===== config.mk =====
export PLATFORM = sky130hd
export DESIGN_NAME = joystick_event_direction_trigger_top
export DESIGN_NICKNAME = d
export VERILOG_FILES = /design/src/rtl/core/jedt_pkg.sv /design/src/rtl/core/joystick_event_direction_trigger_top.sv /design/src/rtl/core/jedt_csr.sv /design/src/rtl/core/jedt_serial_div.sv
export VERILOG_INCLUDE_DIRS = /design/src /design/src/rtl/core
export SDC_FILE = /design/constraint.sdc
export NUM_CORES = 1
export LEC_CHECK = 0
export BUFFER_PORTS_ARGS = -buffer_cell sky130_fd_sc_hd__buf_4
export CORE_ASPECT_RATIO = 1.25
export CORE_UTILIZATION = 45
export CTS_BUF_LIST = sky130_fd_sc_hd__clkbuf_16
export DETAILED_ROUTE_END_ITERATION = 8
export SETUP_SLACK_MARGIN = 0.4
export SLEW_MARGIN = 20
export SYNTH_ARGS = -nofsm -noshare
export SYNTH_HDL_FRONTEND = slang
export SYNTH_SLANG_ARGS = --single-unit
export TNS_END_PERCENT = 100

===== constraint.sdc =====
create_clock -name clock -period 13.2 [get_ports clock]
set_clock_uncertainty 0.2 [all_clocks]
set_input_delay 2.64 -clock clock [delete_from_list [all_inputs] [get_ports clock]]
set_output_delay 2.64 -clock clock [all_outputs]
set_load 0.005 [all_outputs]

===== src/rtl/core/joystick_event_direction_trigger_top_macros.svh =====
// Assertion macros for the joystick event direction and trigger block.
// Included by rtl/core modules that carry concurrent checks; no dependencies.
`ifndef JOYSTICK_EVENT_DIRECTION_TRIGGER_TOP_MACROS_SVH
`define JOYSTICK_EVENT_DIRECTION_TRIGGER_TOP_MACROS_SVH

// check that cons holds in the same cycle as ante
`define JEDT_ASSERT_IMP(lbl, clk, rst, ante, cons) \
   lbl: assert property (@(posedge clk) disable iff (rst) (ante) |-> (cons)) \
      else $error("same-cycle check failed");

// check that cons holds in the cycle after ante
`define JEDT_ASSERT_NXT(lbl, clk, rst, ante, cons) \
   lbl: assert property (@(posedge clk) disable iff (rst) (ante) |=> (cons)) \
      else $error("next-cycle check failed");

`endif


===== src/rtl/core/jedt_pkg.sv =====
// Shared types and constants for the joystick event direction and trigger block.
// No dependencies; imported by jedt_csr, jedt_serial_div and the top level.
`timescale 1ns / 1ps

package jedt_pkg;

   localparam int SAMPLE_W = 16;
   localparam int LINE_W   = 2;
   localparam int THR_W    = 17;
   localparam int QUO_W    = 17;
   localparam int NUM_W    = 8;
   localparam int CSR_AW   = 5;
   localparam int CSR_DW   = 32;

   localparam logic [1:0] KIND_BUTTON = 2'd0;
   localparam logic [1:0] KIND_AXIS   = 2'd1;
   localparam logic [1:0] KIND_TICK   = 2'd2;

   localparam logic signed [SAMPLE_W-1:0] DEFLECT_NEG = 16'sh8001;
   localparam logic signed [SAMPLE_W-1:0] DEFLECT_POS = 16'sh7FFF;
   localparam logic signed [SAMPLE_W-1:0] DEFLECT_NONE = 16'sh0000;

   typedef enum logic [2:0] {
      REG_UP_LINE      = 3'd0,
      REG_DOWN_LINE    = 3'd1,
      REG_LEFT_LINE    = 3'd2,
      REG_RIGHT_LINE   = 3'd3,
      REG_TRIGGER_AXIS = 3'd4,
      REG_CALIB_AXIS   = 3'd5,
      REG_THRESHOLD    = 3'd6,
      REG_INVERT       = 3'd7
   } reg_index_type;

   typedef struct packed {
      logic [LINE_W-1:0]       up_line;
      logic [LINE_W-1:0]       down_line;
      logic [LINE_W-1:0]       left_line;
      logic [LINE_W-1:0]       right_line;
      logic [LINE_W-1:0]       trigger_axis;
      logic [LINE_W-1:0]       calib_axis;
      logic signed [THR_W-1:0] trigger_threshold;
      logic                    invert_trigger;
   } cfg_type;

   localparam cfg_type CFG_RESET = '{
      up_line:           2'd2,
      down_line:         2'd0,
      left_line:         2'd3,
      right_line:        2'd1,
      trigger_axis:      2'd0,
      calib_axis:        2'd1,
      trigger_threshold: 17'sd16384,
      invert_trigger:    1'b0
   };

   typedef struct packed {
      logic busy;
      logic done;
   } div_status_type;

   typedef enum logic [1:0] {
      ST_IDLE     = 2'd0,
      ST_CAL_RUN  = 2'd1,
      ST_TRIG_RUN = 2'd2,
      ST_EMIT     = 2'd3
   } state_type;

endpackage


===== src/rtl/core/joystick_event_direction_trigger_top.sv =====
// Top level of the joystick event direction and trigger block.
// Depends on jedt_pkg, jedt_csr and jedt_serial_div.
`timescale 1ns / 1ps
`include "joystick_event_direction_trigger_top_macros.svh"

// A button or axis transaction is absorbed on acceptance and gives no result. A frame
// tick gives one result: the calibration and trigger averages both go through one shared
// bit-serial divider that yields one quotient bit per cycle, calibration first. No
// transaction is taken while a tick is in progress; a finished result waits in the
// output register.

module joystick_event_direction_trigger_top
   import jedt_pkg::*;
#(
   parameter int MAX_SAMPLES_PER_FRAME = 255
)(
   input  logic                       clock,
   input  logic                       reset,
   input  logic                       req_valid,
   output logic                       req_ready,
   input  logic [1:0]                 req_kind,
   input  logic [NUM_W-1:0]           req_source_number,
   input  logic signed [SAMPLE_W-1:0] req_event_value,
   output logic                       rsp_valid,
   input  logic                       rsp_ready,
   output logic signed [SAMPLE_W-1:0] rsp_delta_x,
   output logic signed [SAMPLE_W-1:0] rsp_delta_y,
   output logic                       rsp_fire,
   input  logic                       csr_psel,
   input  logic                       csr_penable,
   input  logic                       csr_pwrite,
   input  logic [CSR_AW-1:0]          csr_paddr,
   input  logic [CSR_DW-1:0]          csr_pwdata,
   output logic [CSR_DW-1:0]          csr_prdata,
   output logic                       csr_pready
);

   localparam int CNT_W = $clog2(MAX_SAMPLES_PER_FRAME + 1);
   localparam int SUM_W = SAMPLE_W + CNT_W;

   cfg_type        cfg;
   div_status_type div_status;
   logic signed [QUO_W-1:0] div_quotient;
   logic                    div_start;
   logic signed [SUM_W-1:0] div_dividend;
   logic [CNT_W-1:0]        div_divisor;

   state_type state_ff, state_in;

   logic flag_up_ff, flag_up_in;
   logic flag_down_ff, flag_down_in;
   logic flag_left_ff, flag_left_in;
   logic flag_right_ff, flag_right_in;
   logic fire_ff, fire_in;
   logic signed [SAMPLE_W-1:0] offset_ff, offset_in;
   logic signed [SUM_W-1:0]    trig_sum_ff, trig_sum_in;
   logic signed [SUM_W-1:0]    cal_sum_ff, cal_sum_in;
   logic [CNT_W-1:0]           trig_cnt_ff, trig_cnt_in;
   logic [CNT_W-1:0]           cal_cnt_ff, cal_cnt_in;

   logic                       rsp_valid_ff, rsp_valid_in;
   logic signed [SAMPLE_W-1:0] dx_ff, dx_in;
   logic signed [SAMPLE_W-1:0] dy_ff, dy_in;
   logic                       rsp_fire_ff, rsp_fire_in;

   logic accept;
   logic load_out;
   logic pressed;
   logic num_hi_zero;
   logic signed [SUM_W-1:0] sample_ext;
   logic signed [QUO_W:0]   cal_diff;
   logic signed [QUO_W:0]   thr_ext;
   logic                    above;

   jedt_csr u_csr (
      .clock       (clock),
      .reset       (reset),
      .csr_psel    (csr_psel),
      .csr_penable (csr_penable),
      .csr_pwrite  (csr_pwrite),
      .csr_paddr   (csr_paddr),
      .csr_pwdata  (csr_pwdata),
      .csr_prdata  (csr_prdata),
      .csr_pready  (csr_pready),
      .cfg         (cfg)
   );

   jedt_serial_div #(
      .SUM_W (SUM_W),
      .CNT_W (CNT_W)
   ) u_div (
      .clock    (clock),
      .reset    (reset),
      .start    (div_start),
      .dividend (div_dividend),
      .divisor  (div_divisor),
      .status   (div_status),
      .quotient (div_quotient)
   );

   assign accept      = req_valid & req_ready;
   assign pressed     = |req_event_value;
   assign num_hi_zero = ~|req_source_number[NUM_W-1:LINE_W];
   assign sample_ext  = {{(SUM_W-SAMPLE_W){req_event_value[SAMPLE_W-1]}}, req_event_value};

   // next state
   always_comb begin
      state_in = state_ff;
      unique case (state_ff)
         ST_IDLE: begin
            if (accept && req_kind == KIND_TICK) begin
               state_in = ST_CAL_RUN;
            end
         end
         ST_CAL_RUN: begin
            if (div_status.done) begin
               state_in = ST_TRIG_RUN;
            end
         end
         ST_TRIG_RUN: begin
            if (div_status.done) begin
               state_in = ST_EMIT;
            end
         end
         ST_EMIT: begin
            if (!rsp_valid_ff || rsp_ready) begin
               state_in = ST_IDLE;
            end
         end
      endcase
   end

   // state machine outputs
   always_comb begin
      req_ready    = 1'b0;
      div_start    = 1'b0;
      load_out     = 1'b0;
      div_dividend = cal_sum_ff;
      div_divisor  = cal_cnt_ff;
      unique case (state_ff)
         ST_IDLE: begin
            req_ready = 1'b1;
            div_start = req_valid && req_kind == KIND_TICK;
         end
         ST_CAL_RUN: begin
            div_start    = div_status.done;
            div_dividend = trig_sum_ff;
            div_divisor  = trig_cnt_ff;
         end
         ST_TRIG_RUN: begin
            div_dividend = trig_sum_ff;
            div_divisor  = trig_cnt_ff;
         end
         ST_EMIT: begin
            load_out = !rsp_valid_ff || rsp_ready;
         end
      endcase
   end

   assign cal_diff = {div_quotient[QUO_W-1], div_quotient}
                   - {{(QUO_W+1-SAMPLE_W){offset_ff[SAMPLE_W-1]}}, offset_ff};
   assign thr_ext  = {cfg.trigger_threshold[THR_W-1], cfg.trigger_threshold};
   assign above    = cal_diff > thr_ext;

   // datapath
   always_comb begin
      flag_up_in    = flag_up_ff;
      flag_down_in  = flag_down_ff;
      flag_left_in  = flag_left_ff;
      flag_right_in = flag_right_ff;
      fire_in       = fire_ff;
      offset_in     = offset_ff;
      trig_sum_in   = trig_sum_ff;
      trig_cnt_in   = trig_cnt_ff;
      cal_sum_in    = cal_sum_ff;
      cal_cnt_in    = cal_cnt_ff;

      if (accept && req_kind == KIND_BUTTON && num_hi_zero) begin
         if (req_source_number[LINE_W-1:0] == cfg.up_line) begin
            flag_up_in = pressed;
         end else if (req_source_number[LINE_W-1:0] == cfg.down_line) begin
            flag_down_in = pressed;
         end else if (req_source_number[LINE_W-1:0] == cfg.left_line) begin
            flag_left_in = pressed;
         end else if (req_source_number[LINE_W-1:0] == cfg.right_line) begin
            flag_right_in = pressed;
         end
      end

      if (accept && req_kind == KIND_AXIS && num_hi_zero) begin
         if (req_source_number[LINE_W-1:0] == cfg.trigger_axis) begin
            if (trig_cnt_ff < CNT_W'(MAX_SAMPLES_PER_FRAME)) begin
               trig_sum_in = trig_sum_ff + sample_ext;
               trig_cnt_in = trig_cnt_ff + CNT_W'(1);
            end
         end else if (req_source_number[LINE_W-1:0] == cfg.calib_axis) begin
            if (cal_cnt_ff < CNT_W'(MAX_SAMPLES_PER_FRAME)) begin
               cal_sum_in = cal_sum_ff + sample_ext;
               cal_cnt_in = cal_cnt_ff + CNT_W'(1);
            end
         end
      end

      if (state_ff == ST_CAL_RUN && div_status.done && cal_cnt_ff != '0) begin
         offset_in = div_quotient[SAMPLE_W-1:0];
      end

      if (state_ff == ST_TRIG_RUN && div_status.done && trig_cnt_ff != '0) begin
         fire_in = above ^ cfg.invert_trigger;
      end

      if (load_out) begin
         trig_sum_in = '0;
         trig_cnt_in = '0;
         cal_sum_in  = '0;
         cal_cnt_in  = '0;
      end
   end

   // result register
   always_comb begin
      rsp_valid_in = rsp_valid_ff & ~rsp_ready;
      dx_in        = dx_ff;
      dy_in        = dy_ff;
      rsp_fire_in  = rsp_fire_ff;
      if (load_out) begin
         rsp_valid_in = 1'b1;
         rsp_fire_in  = fire_ff;
         dx_in = flag_left_ff ? DEFLECT_NEG : (flag_right_ff ? DEFLECT_POS : DEFLECT_NONE);
         dy_in = flag_up_ff ? DEFLECT_NEG : (flag_down_ff ? DEFLECT_POS : DEFLECT_NONE);
      end
   end

   always_ff @(posedge clock) begin
      if (reset) begin
         state_ff      <= ST_IDLE;
         flag_up_ff    <= 1'b0;
         flag_down_ff  <= 1'b0;
         flag_left_ff  <= 1'b0;
         flag_right_ff <= 1'b0;
         fire_ff       <= 1'b0;
         offset_ff     <= '0;
         trig_sum_ff   <= '0;
         trig_cnt_ff   <= '0;
         cal_sum_ff    <= '0;
         cal_cnt_ff    <= '0;
         rsp_valid_ff  <= 1'b0;
      end else begin
         state_ff      <= state_in;
         flag_up_ff    <= flag_up_in;
         flag_down_ff  <= flag_down_in;
         flag_left_ff  <= flag_left_in;
         flag_right_ff <= flag_right_in;
         fire_ff       <= fire_in;
         offset_ff     <= offset_in;
         trig_sum_ff   <= trig_sum_in;
         trig_cnt_ff   <= trig_cnt_in;
         cal_sum_ff    <= cal_sum_in;
         cal_cnt_ff    <= cal_cnt_in;
         rsp_valid_ff  <= rsp_valid_in;
      end
      dx_ff       <= dx_in;
      dy_ff       <= dy_in;
      rsp_fire_ff <= rsp_fire_in;
   end

   assign rsp_valid   = rsp_valid_ff;
   assign rsp_delta_x = dx_ff;
   assign rsp_delta_y = dy_ff;
   assign rsp_fire    = rsp_fire_ff;

   `JEDT_ASSERT_IMP(a_count_bound, clock, reset, 1'b1,
      trig_cnt_ff <= CNT_W'(MAX_SAMPLES_PER_FRAME) && cal_cnt_ff <= CNT_W'(MAX_SAMPLES_PER_FRAME))
   `JEDT_ASSERT_NXT(a_tick_starts_div, clock, reset,
      accept && req_kind == KIND_TICK, state_ff == ST_CAL_RUN && div_status.busy)
   `JEDT_ASSERT_IMP(a_done_in_run, clock, reset, div_status.done,
      state_ff == ST_CAL_RUN || state_ff == ST_TRIG_RUN)

endmodule


===== src/rtl/core/jedt_csr.sv =====
// APB-style configuration register file for the joystick event block.
// Depends on jedt_pkg for the register map and the configuration struct.
`timescale 1ns / 1ps

module jedt_csr
   import jedt_pkg::*;
(
   input  logic              clock,
   input  logic              reset,
   input  logic              csr_psel,
   input  logic              csr_penable,
   input  logic              csr_pwrite,
   input  logic [CSR_AW-1:0] csr_paddr,
   input  logic [CSR_DW-1:0] csr_pwdata,
   output logic [CSR_DW-1:0] csr_prdata,
   output logic              csr_pready,
   output cfg_type           cfg
);

   cfg_type       cfg_ff;
   cfg_type       cfg_in;
   reg_index_type index;
   logic          wr_en;

   assign index      = reg_index_type'(csr_paddr[CSR_AW-1:2]);
   assign wr_en      = csr_psel & csr_penable & csr_pwrite;
   assign csr_pready = 1'b1;
   assign cfg        = cfg_ff;

   always_comb begin
      cfg_in = cfg_ff;
      if (wr_en) begin
         unique case (index)
            REG_UP_LINE:      cfg_in.up_line           = csr_pwdata[LINE_W-1:0];
            REG_DOWN_LINE:    cfg_in.down_line         = csr_pwdata[LINE_W-1:0];
            REG_LEFT_LINE:    cfg_in.left_line         = csr_pwdata[LINE_W-1:0];
            REG_RIGHT_LINE:   cfg_in.right_line        = csr_pwdata[LINE_W-1:0];
            REG_TRIGGER_AXIS: cfg_in.trigger_axis      = csr_pwdata[LINE_W-1:0];
            REG_CALIB_AXIS:   cfg_in.calib_axis        = csr_pwdata[LINE_W-1:0];
            REG_THRESHOLD:    cfg_in.trigger_threshold = $signed(csr_pwdata[THR_W-1:0]);
            REG_INVERT:       cfg_in.invert_trigger    = csr_pwdata[0];
         endcase
      end
   end

   always_comb begin
      csr_prdata = '0;
      unique case (index)
         REG_UP_LINE:      csr_prdata[LINE_W-1:0] = cfg_ff.up_line;
         REG_DOWN_LINE:    csr_prdata[LINE_W-1:0] = cfg_ff.down_line;
         REG_LEFT_LINE:    csr_prdata[LINE_W-1:0] = cfg_ff.left_line;
         REG_RIGHT_LINE:   csr_prdata[LINE_W-1:0] = cfg_ff.right_line;
         REG_TRIGGER_AXIS: csr_prdata[LINE_W-1:0] = cfg_ff.trigger_axis;
         REG_CALIB_AXIS:   csr_prdata[LINE_W-1:0] = cfg_ff.calib_axis;
         REG_THRESHOLD:    csr_prdata = {{(CSR_DW-THR_W){cfg_ff.trigger_threshold[THR_W-1]}},
                                         cfg_ff.trigger_threshold};
         REG_INVERT:       csr_prdata[0] = cfg_ff.invert_trigger;
      endcase
   end

   always_ff @(posedge clock) begin
      if (reset) begin
         cfg_ff <= CFG_RESET;
      end else begin
         cfg_ff <= cfg_in;
      end
   end

endmodule


===== src/rtl/core/jedt_serial_div.sv =====
// Bit-serial signed-by-unsigned restoring divider, one quotient bit per cycle.
// Depends on jedt_pkg for the quotient width and the status struct.
`timescale 1ns / 1ps
`include "joystick_event_direction_trigger_top_macros.svh"

module jedt_serial_div
   import jedt_pkg::*;
#(
   parameter int SUM_W = 24,
   parameter int CNT_W = 8
)(
   input  logic                    clock,
   input  logic                    reset,
   input  logic                    start,
   input  logic signed [SUM_W-1:0] dividend,
   input  logic [CNT_W-1:0]        divisor,
   output div_status_type          status,
   output logic signed [QUO_W-1:0] quotient
);

   localparam int STEP_W = $clog2(SUM_W);

   logic              busy_ff, busy_in;
   logic              done_ff, done_in;
   logic [STEP_W-1:0] step_ff, step_in;
   logic [SUM_W-1:0]  quo_ff, quo_in;
   logic [CNT_W-1:0]  rem_ff, rem_in;
   logic [CNT_W-1:0]  den_ff, den_in;
   logic              neg_ff, neg_in;
   logic [CNT_W:0]    trial;
   logic [CNT_W:0]    diff;
   logic              fits;
   logic [QUO_W-1:0]  mag;

   assign trial = {rem_ff, quo_ff[SUM_W-1]};
   assign diff  = trial - {1'b0, den_ff};
   assign fits  = trial >= {1'b0, den_ff};

   always_comb begin
      busy_in = busy_ff;
      done_in = 1'b0;
      step_in = step_ff;
      quo_in  = quo_ff;
      rem_in  = rem_ff;
      den_in  = den_ff;
      neg_in  = neg_ff;
      if (start) begin
         busy_in = 1'b1;
         step_in = '0;
         quo_in  = dividend[SUM_W-1] ? (~dividend + SUM_W'(1)) : dividend;
         rem_in  = '0;
         den_in  = divisor;
         neg_in  = dividend[SUM_W-1];
      end else if (busy_ff) begin
         rem_in  = fits ? diff[CNT_W-1:0] : trial[CNT_W-1:0];
         quo_in  = {quo_ff[SUM_W-2:0], fits};
         step_in = step_ff + STEP_W'(1);
         if (step_ff == STEP_W'(SUM_W - 1)) begin
            busy_in = 1'b0;
            done_in = 1'b1;
         end
      end
   end

   always_ff @(posedge clock) begin
      if (reset) begin
         busy_ff <= 1'b0;
         done_ff <= 1'b0;
         step_ff <= '0;
      end else begin
         busy_ff <= busy_in;
         done_ff <= done_in;
         step_ff <= step_in;
      end
      quo_ff <= quo_in;
      rem_ff <= rem_in;
      den_ff <= den_in;
      neg_ff <= neg_in;
   end

   assign mag         = quo_ff[QUO_W-1:0];
   assign quotient    = neg_ff ? $signed(~mag + QUO_W'(1)) : $signed(mag);
   assign status.busy = busy_ff;
   assign status.done = done_ff;

   `JEDT_ASSERT_IMP(a_no_restart, clock, reset, start, !busy_ff)
   `JEDT_ASSERT_IMP(a_done_idle, clock, reset, done_ff, !busy_ff)
   `JEDT_ASSERT_NXT(a_last_step, clock, reset,
      busy_ff && !start && step_ff == STEP_W'(SUM_W - 1), done_ff && !busy_ff)

endmodule

==> out/qor.yml, run 1 <==
status: "complete, but fails checks"
violations: "design-rule violations"
path_buf_inv: 2
nets: 1794
avgSynthCellArea_sq_um: 8.04
cts_hold_buffers: 0
start_util: 0.459
coreArea_sq_um: 27700
synth-main-ff-cell: "dfxtp_1"
wl_per_cell_microns: 16.2
drv_cap: 0
tightest_slew_ps: 1030
grt_use_total: 0.223
post-route-period-util: 0.541
viasPerCell: 5.53
worstPathArrival_ps: 4300
num_antenna_cells: 0
cts.sinks: 173
hpwlAfterDp_microns: 24100
p_total_mw: 1.74
yosys_warnings: 0
drive_gt1_frac: 0.121
dp_slack_ps: 6030
yosys_register_bits: 173
rows: 68
netlist_instances: 1580
end_kind: "primary output"
whs_ps: 236
grt_setup_unrepaired: "no"
leakagePower_nw: 5.76
worst_r2r_path_depth: 18
ant_nets: 0
power.internal_mw: 1.12
slew_violations: 0
setup_viol: 0
num_vias: 11000
switchingPower_mw: 0.627
switching_share: 0.359
ys_types: 74
grt_pass1_vias: 10700
cts-root-buf: "clkbuf_16"
r2r_start: "u_div.quo_ff[3]"
finalHoldViolCount: 0
numCtsBuffers: 17
drt-pass1-iter-count: 8
grt_max_degree: 62
clkPwrFrac: 0.284
port_buffers: 119
drt_iter0_markers: 464
slew_headroom: 0.312
ctsLongestPathBuffers: 2
power.density_nw_per_um2: 124
postCtsSetupRepairBufs: 0
setup-tns-final_ps: 0
syn2layout_area_growth_pct: 11.1
seq_area_frac_synth: 0.304
critical_path_required_ps: 10360
clk_pin_slew_ps: 60
overflow: 0
htreeDepth: 4
min_path_type: "register to register"
die_h_microns: 190
path_delay_family: "simple AND/OR/NAND/NOR gates"
stdcell_count: 1983
pwr-share-seq: 0.347
worstHoldEndpoint: "rsp_fire"
grt_pass1_wl_microns: 51900
startpoint_type: "input pin"
period_minus_slack_ps: 7140
fmax_ghz: 0.140
final_area_sq_um: 14100
r2r-end: "fire_ff"
die_w_microns: 152
worst-setup-path-type: "input pin to primary output"
cts_tree: "done"
cts_resized: 0
layout_setup_ws_ps: 6060
die_area_sq_um: 28900
whs_path_depth: 0
placed_area_sq_um: 13500
worstHoldStart: "fire_ff"
final_util: 0.510
slowest_stage: "nor2b_1"
antenna_found_initial: 0
synth-edff-count: 40
drc_errors: 5
wl_microns: 32000
cpPeakStageDelay_ps: 750
combPwrFrac: 0.370
postSynth.asyncResetShare: 0
routabilityCongestion: 0.936
num_io_pins: 138
placedCellCount: 1951
r2r_setup_slack_ps: 7790
path_max_fanout: 17
clk_latency_ps: 430
synth_fp_nets: 1754
syn_area_sq_um: 12700
cpMostUsedCell: "buf_4"
ir_worst_vdd_mv: 0.103
worstPathCellList: "buf_4, nor2b_1, and3_1, buf_4"
-- metal layers --
layer	track usage	up-vias	part of all wire
met2	0.425	158	0.52
met5	0	-	0
met4	0.0954	0	0.028
li1	-	5647	-
met1	0.246	5107	0.43
met3	0.0294	52	0.025
-- synth_stat cells (42+ instances only) --
master | n | share of area
inv_1 | 81 | 0.024
buf_4 | 43 | 0.025
dfxtp_1 | 133 | 0.21
mux2i_1 | 45 | 0.035
xnor2_1 | 66 | 0.046
a21oi_1 | 150 | 0.059
nor2_1 | 138 | 0.041
nand2_1 | 191 | 0.056
o21ai_0 | 84 | 0.033
ha_1 | 100 | 0.099
clkbuf_1 | 48 | 0.014
xor2_1 | 42 | 0.029
-- worst register-to-register path, cell delays in order (launching register included) --
cell       delay [ps]
edfxtp_1          460
or3_1             390
o31ai_1           250
xnor2_1           230
ha_1              330
o21a_1            190
o21ai_0           220
o21bai_1          160
o41a_1            370
a41o_1            270
o41a_1            320
xor2_1            230
ha_1              300
nand4_1           150
nor3_1             80
a2111oi_0         490
mux2i_1           310
xnor2_1           200
a211oi_1          110
-- placed cells by master (no fill, tap or decap), types with 21 or more instances in the layout --
cell and n:
nand2_1 191, a21oi_1 149, nor2_1 138, dfxtp_1 133
buf_4 128, ha_1 99, o21ai_0 84, inv_1 81
xnor2_1 66, mux2i_1 45, xor2_1 42, edfxtp_1 40
nor3_1 36, nand3_1 36, a21o_1 28, and3_1 28
nand4_1 27, nand2b_1 21, nor2b_1 21
-- power groups by stage --
stage | registers (mW) | logic [mW] | clock network (mW)
floorplan | 0.608 | 0.499 | 0
global placement | 0.616 | 0.634 | 0
detailed placement | 0.617 | 0.646 | 0
CTS | 0.605 | 0.649 | 0.506
global route | 0.609 | 0.723 | 0.524
finish | 0.605 | 0.645 | 0.495
-- state kept, by name (all words and copies together) (netlist names), 2 cells and up --
signal and count:
u_csr.cfg 30, cal_sum_ff 24, trig_sum_ff 24, u_div.quo_ff 24
offset_ff 16, cal_cnt_ff 8, trig_cnt_ff 8, u_div.den_ff 8
u_div.rem_ff 8, u_div.step_ff 5, rsp_delta_x 3, rsp_delta_y 3
state_ff 2
-- how the worst max path moves through the flow --
stage                       from             end  slack [ps]  depth (start not counted)
detailed placement  csr_paddr[4]  csr_prdata[24]        6030                          4
floorplan           csr_paddr[3]  csr_prdata[17]        6590                          4
CTS                 csr_paddr[4]  csr_prdata[24]        6030                          4
global route        csr_paddr[4]  csr_prdata[23]        5860                          4
finish              csr_paddr[4]  csr_prdata[24]        6060                          4
global placement    csr_paddr[4]  csr_prdata[27]        6120                          4
-- area by class of cell --
type,instances,area [sq um]
clock buffer,18,450
multi-input combinational,1219,7980
inverter,81,304
tap,350,438
sequential,173,3860
clock inverter,14,115
timing repair buffer,128,961
fill,2674,13500
-- kinds of logic (layout without fill, tap and decap cells) --
group	Yosys count	in the layout	synth area share
XOR/XNOR	108	108	0.0745
multiplexers	57	57	0.0470
adder cells (fa/ha/maj)	104	104	0.105
AND/OR/NAND/NOR	560	560	0.209
flip-flops	173	173	0.304
buffers and inverters	188	241	0.0692
other	1	1	0.000295
AO/OA/AOI/OAI	389	389	0.191
(Power assumes the default switching activity.)
==> run 2: changes to the inputs <==
- ABC_AREA: default -> 1
- PLACE_DENSITY: default -> 0.66
- clock period: 13.2 -> 5.74 ns (I/O delays scaled with it)
==> run 2 against run 1 <==
Net effect:
- the flow now finishes without violations
- via count increased by 14%
- wire length increased by 9.7%
- clock power increased by 130%
- critical endpoint is now fire_ff
- highest routed layer unchanged
==> out/qor.yml, run 2 <==
num_io_pins: 138  # unchanged
postCtsSetupRepairBufs: 0  # unchanged
syn_area_sq_um: 13300  # was 12700 sq um
die_w_microns: 156  # was 152 microns
cts_tree: "done"  # unchanged
ctsLongestPathBuffers: 2  # unchanged
avgSynthCellArea_sq_um: 6.78  # was 8.04 sq um
cts.sinks: 173  # unchanged
drt-pass1-iter-count: 5  # was 8
ir_worst_vdd_mv: 0.205  # was 0.103 mV
final_cell_mix: "nand2_1, inv_1, nor2_1"  # was nand2_1, a21oi_1, nor2_1
postSynth.asyncResetShare: 0  # unchanged
setup-tns-final_ps: 0  # unchanged
viasPerCell: 5.15  # was 5.53
largest_reg_flops: 30  # unchanged
yosys_register_bits: 173  # unchanged
ant_nets: 0  # unchanged
slowest_stage: "ha_1"  # was nor2b_1
worstHoldEndpoint: "rsp_fire"  # unchanged
netlist_instances: 1963  # was 1580
synth-edff-count: 40  # unchanged
worst_r2r_path_depth: 32  # was 18
coreArea_sq_um: 29200  # was 27700 sq um
status: "finished, final reports clean"  # was complete, but fails checks
cts_hold_buffers: 0  # unchanged
end_kind: "register"  # was primary output
drt_iter0_markers: 739  # was 464
grt_pass1_vias: 11900  # was 10700
post-synth-top-area-cell: "dfxtp_1"  # unchanged
synth_top_cell_area_share: 0.200  # was 0.210
cts_resized: 0  # unchanged
power.density_nw_per_um2: 291  # was 124 nW/um^2
synth_fp_nets: 2137  # was 1754
routabilityCongestion: 0.908  # was 0.936
leakagePower_nw: 6.87  # was 5.76 nW
dp_slack_ps: 1230  # was 6030 ps
ys_types: 51  # was 74
hpwlAfterDp_microns: 27300  # was 24100 microns
period_minus_slack_ps: 4520
num_vias: 12500  # was 11000
layout_setup_ws_ps: 1220  # was 6060 ps
r2r_start: "u_div.quo_ff[0]"  # was u_div.quo_ff[3]
path_max_fanout: 5  # was 17
nets: 2195  # was 1794
num_antenna_cells: 0  # unchanged
synth-main-ff-cell: "dfxtp_1"  # unchanged
die_h_microns: 194  # was 190 microns
startpoint_type: "register"  # was input pin
synth_most_common_cell: "nand2_1"  # unchanged
clk_pin_slew_ps: 70  # was 60 ps
netlist_top_cells_count: "nand2_1, inv_1, nor2_1"  # was nand2_1, a21oi_1, nor2_1
placed_area_sq_um: 14200  # was 13500 sq um
htreeDepth: 4  # unchanged
synth_top_cells_by_area: "dfxtp_1, nand2_1, ha_1"  # was dfxtp_1, ha_1, edfxtp_1
start_util: 0.456  # was 0.459
slew_headroom: 0.288  # was 0.312
fmax_ghz: 0.221
numCtsBuffers: 17  # unchanged
slew_violations: 0  # unchanged
die_area_sq_um: 30300  # was 28900 sq um
tightest_slew_ps: 1060  # was 1030 ps
grt_use_total: 0.239  # was 0.223
seq_area_frac_synth: 0.290  # was 0.304
cts-root-buf: "clkbuf_16"  # unchanged
r2r_setup_slack_ps: 1220  # was 7790 ps
cpPeakStageDelay_ps: 380  # was 750 ps
grt_pass1_wl_microns: 57900  # was 51900 microns
stdcell_count: 2430  # was 1983
worstPathArrival_ps: 4670  # was 4300 ps
yosys_warnings: 0  # unchanged
setup_viol: 0  # unchanged
grt_setup_unrepaired: "no"  # unchanged
wl_microns: 35200  # was 32000 microns
cpMostUsedCell: "nand2_1"  # was buf_4
r2r-end: "fire_ff"  # unchanged
overflow: 0  # unchanged
post-route-period-util: 0.788
antenna_found_initial: 0  # unchanged
syn2layout_area_growth_pct: 11.1  # about the same
clk_latency_ps: 440  # was 430 ps
port_buffers: 119  # unchanged
rows: 70  # was 68
drive_gt1_frac: 0.0949  # was 0.121
final_area_sq_um: 14800  # was 14100 sq um
finalHoldViolCount: 0  # unchanged
worstHoldStart: "fire_ff"  # unchanged
critical_path_required_ps: 5890  # was 10360 ps
worst-setup-path-type: "register to register"  # was input pin to primary output
grt_max_degree: 56  # was 62
whs_path_depth: 0  # unchanged
wl_per_cell_microns: 14.5  # was 16.2 microns
drc_errors: 0  # was 5
drv_cap: 0  # unchanged
final_common_cell: "nand2_1"  # unchanged
min_path_type: "register to register"  # unchanged
placedCellCount: 2397  # was 1951
-- run 2: cell count changes after synthesis, sizes merged, moves of 23 or more --
cell | before | now
nand2 | 191 | 432
inv | 81 | 268
o21ai | 94 | 164
nand3 | 36 | 97
nor2 | 138 | 199
mux2i | 45 | 0
xnor2 | 66 | 34
a21oi | 150 | 178
clkbuf | 48 | 23
and3 | 28 | 5
-- run 2: logic make-up after synthesis --
| logic type | share of synthesized area |
|---|---|
| AO/OA/AOI/OAI | 0.171 |
| adder cells (fa/ha/maj) | 0.100 |
| other | 0.000282 |
| buffers and inverters | 0.120 |
| XOR/XNOR | 0.0533 |
| flip-flops | 0.290 |
| AND/OR/NAND/NOR | 0.265 |
-- run 2: worst max path at each step --
stage / start / to / slack, ps / depth (start not counted)
final: u_div.quo_ff[0] / fire_ff / 1220 / 32
after global placement: u_div.quo_ff[0] / fire_ff / 1260 / 32
after detailed placement: u_div.quo_ff[0] / fire_ff / 1230 / 32
after global routing: u_div.quo_ff[0] / fire_ff / 830 / 32
after floorplan: u_div.quo_ff[0] / fire_ff / 1920 / 32
after CTS: u_div.quo_ff[0] / fire_ff / 1220 / 32
-- run 2: report_power, final --
group / leakage (nW) / switching [mW] / total [mW] / internal, mW
registers: 1.44 / 0.0548 / 1.39 / 1.34
clock network: 0.285 / 0.536 / 1.15 / 0.614
logic: 5.14 / 1.13 / 1.76 / 0.627
total: 6.87 / 1.72 / 4.30 / 2.58
-- run 2: layer usage --
layer | GRT usage | part of all wire | up-vias
li1 | - | - | 6540
met1 | 0.284 | 0.44 | 5686
met2 | 0.430 | 0.50 | 236
met3 | 0.0293 | 0.035 | 54
met4 | 0.0962 | 0.031 | 0
met5 | 0 | 0 | -
-- run 2: critical path, delay by kind of cell, from the launching register on --
kind | cells | cell delay (ps)
AO/OA/AOI/OAI | 2 | 380
adder cells (fa/ha/maj) | 3 | 940
buffers and inverters | 4 | 310
flip-flops | 1 | 350
AND/OR/NAND/NOR | 23 | 2260
-- run 2: cell type report --
type	instances	area, sq um
clock buffer	19	475
clock inverter	13	101
fill	3013	14400
inverter	272	1020
multi-input combinational	1429	7860
sequential	173	3860
tap	396	495
timing repair buffer	128	968
-- run 2: stage by stage --
stage | utilization | power (mW) | hold slack [ps]
after global routing | 0.507 | 4.63 | 277
after global placement | 0.487 | 3.14 | 215
after floorplan | - | 2.80 | 209
after CTS | 0.506 | 4.33 | 257
after detailed placement | 0.487 | 3.17 | 233
final | 0.507 | 4.30 | 252
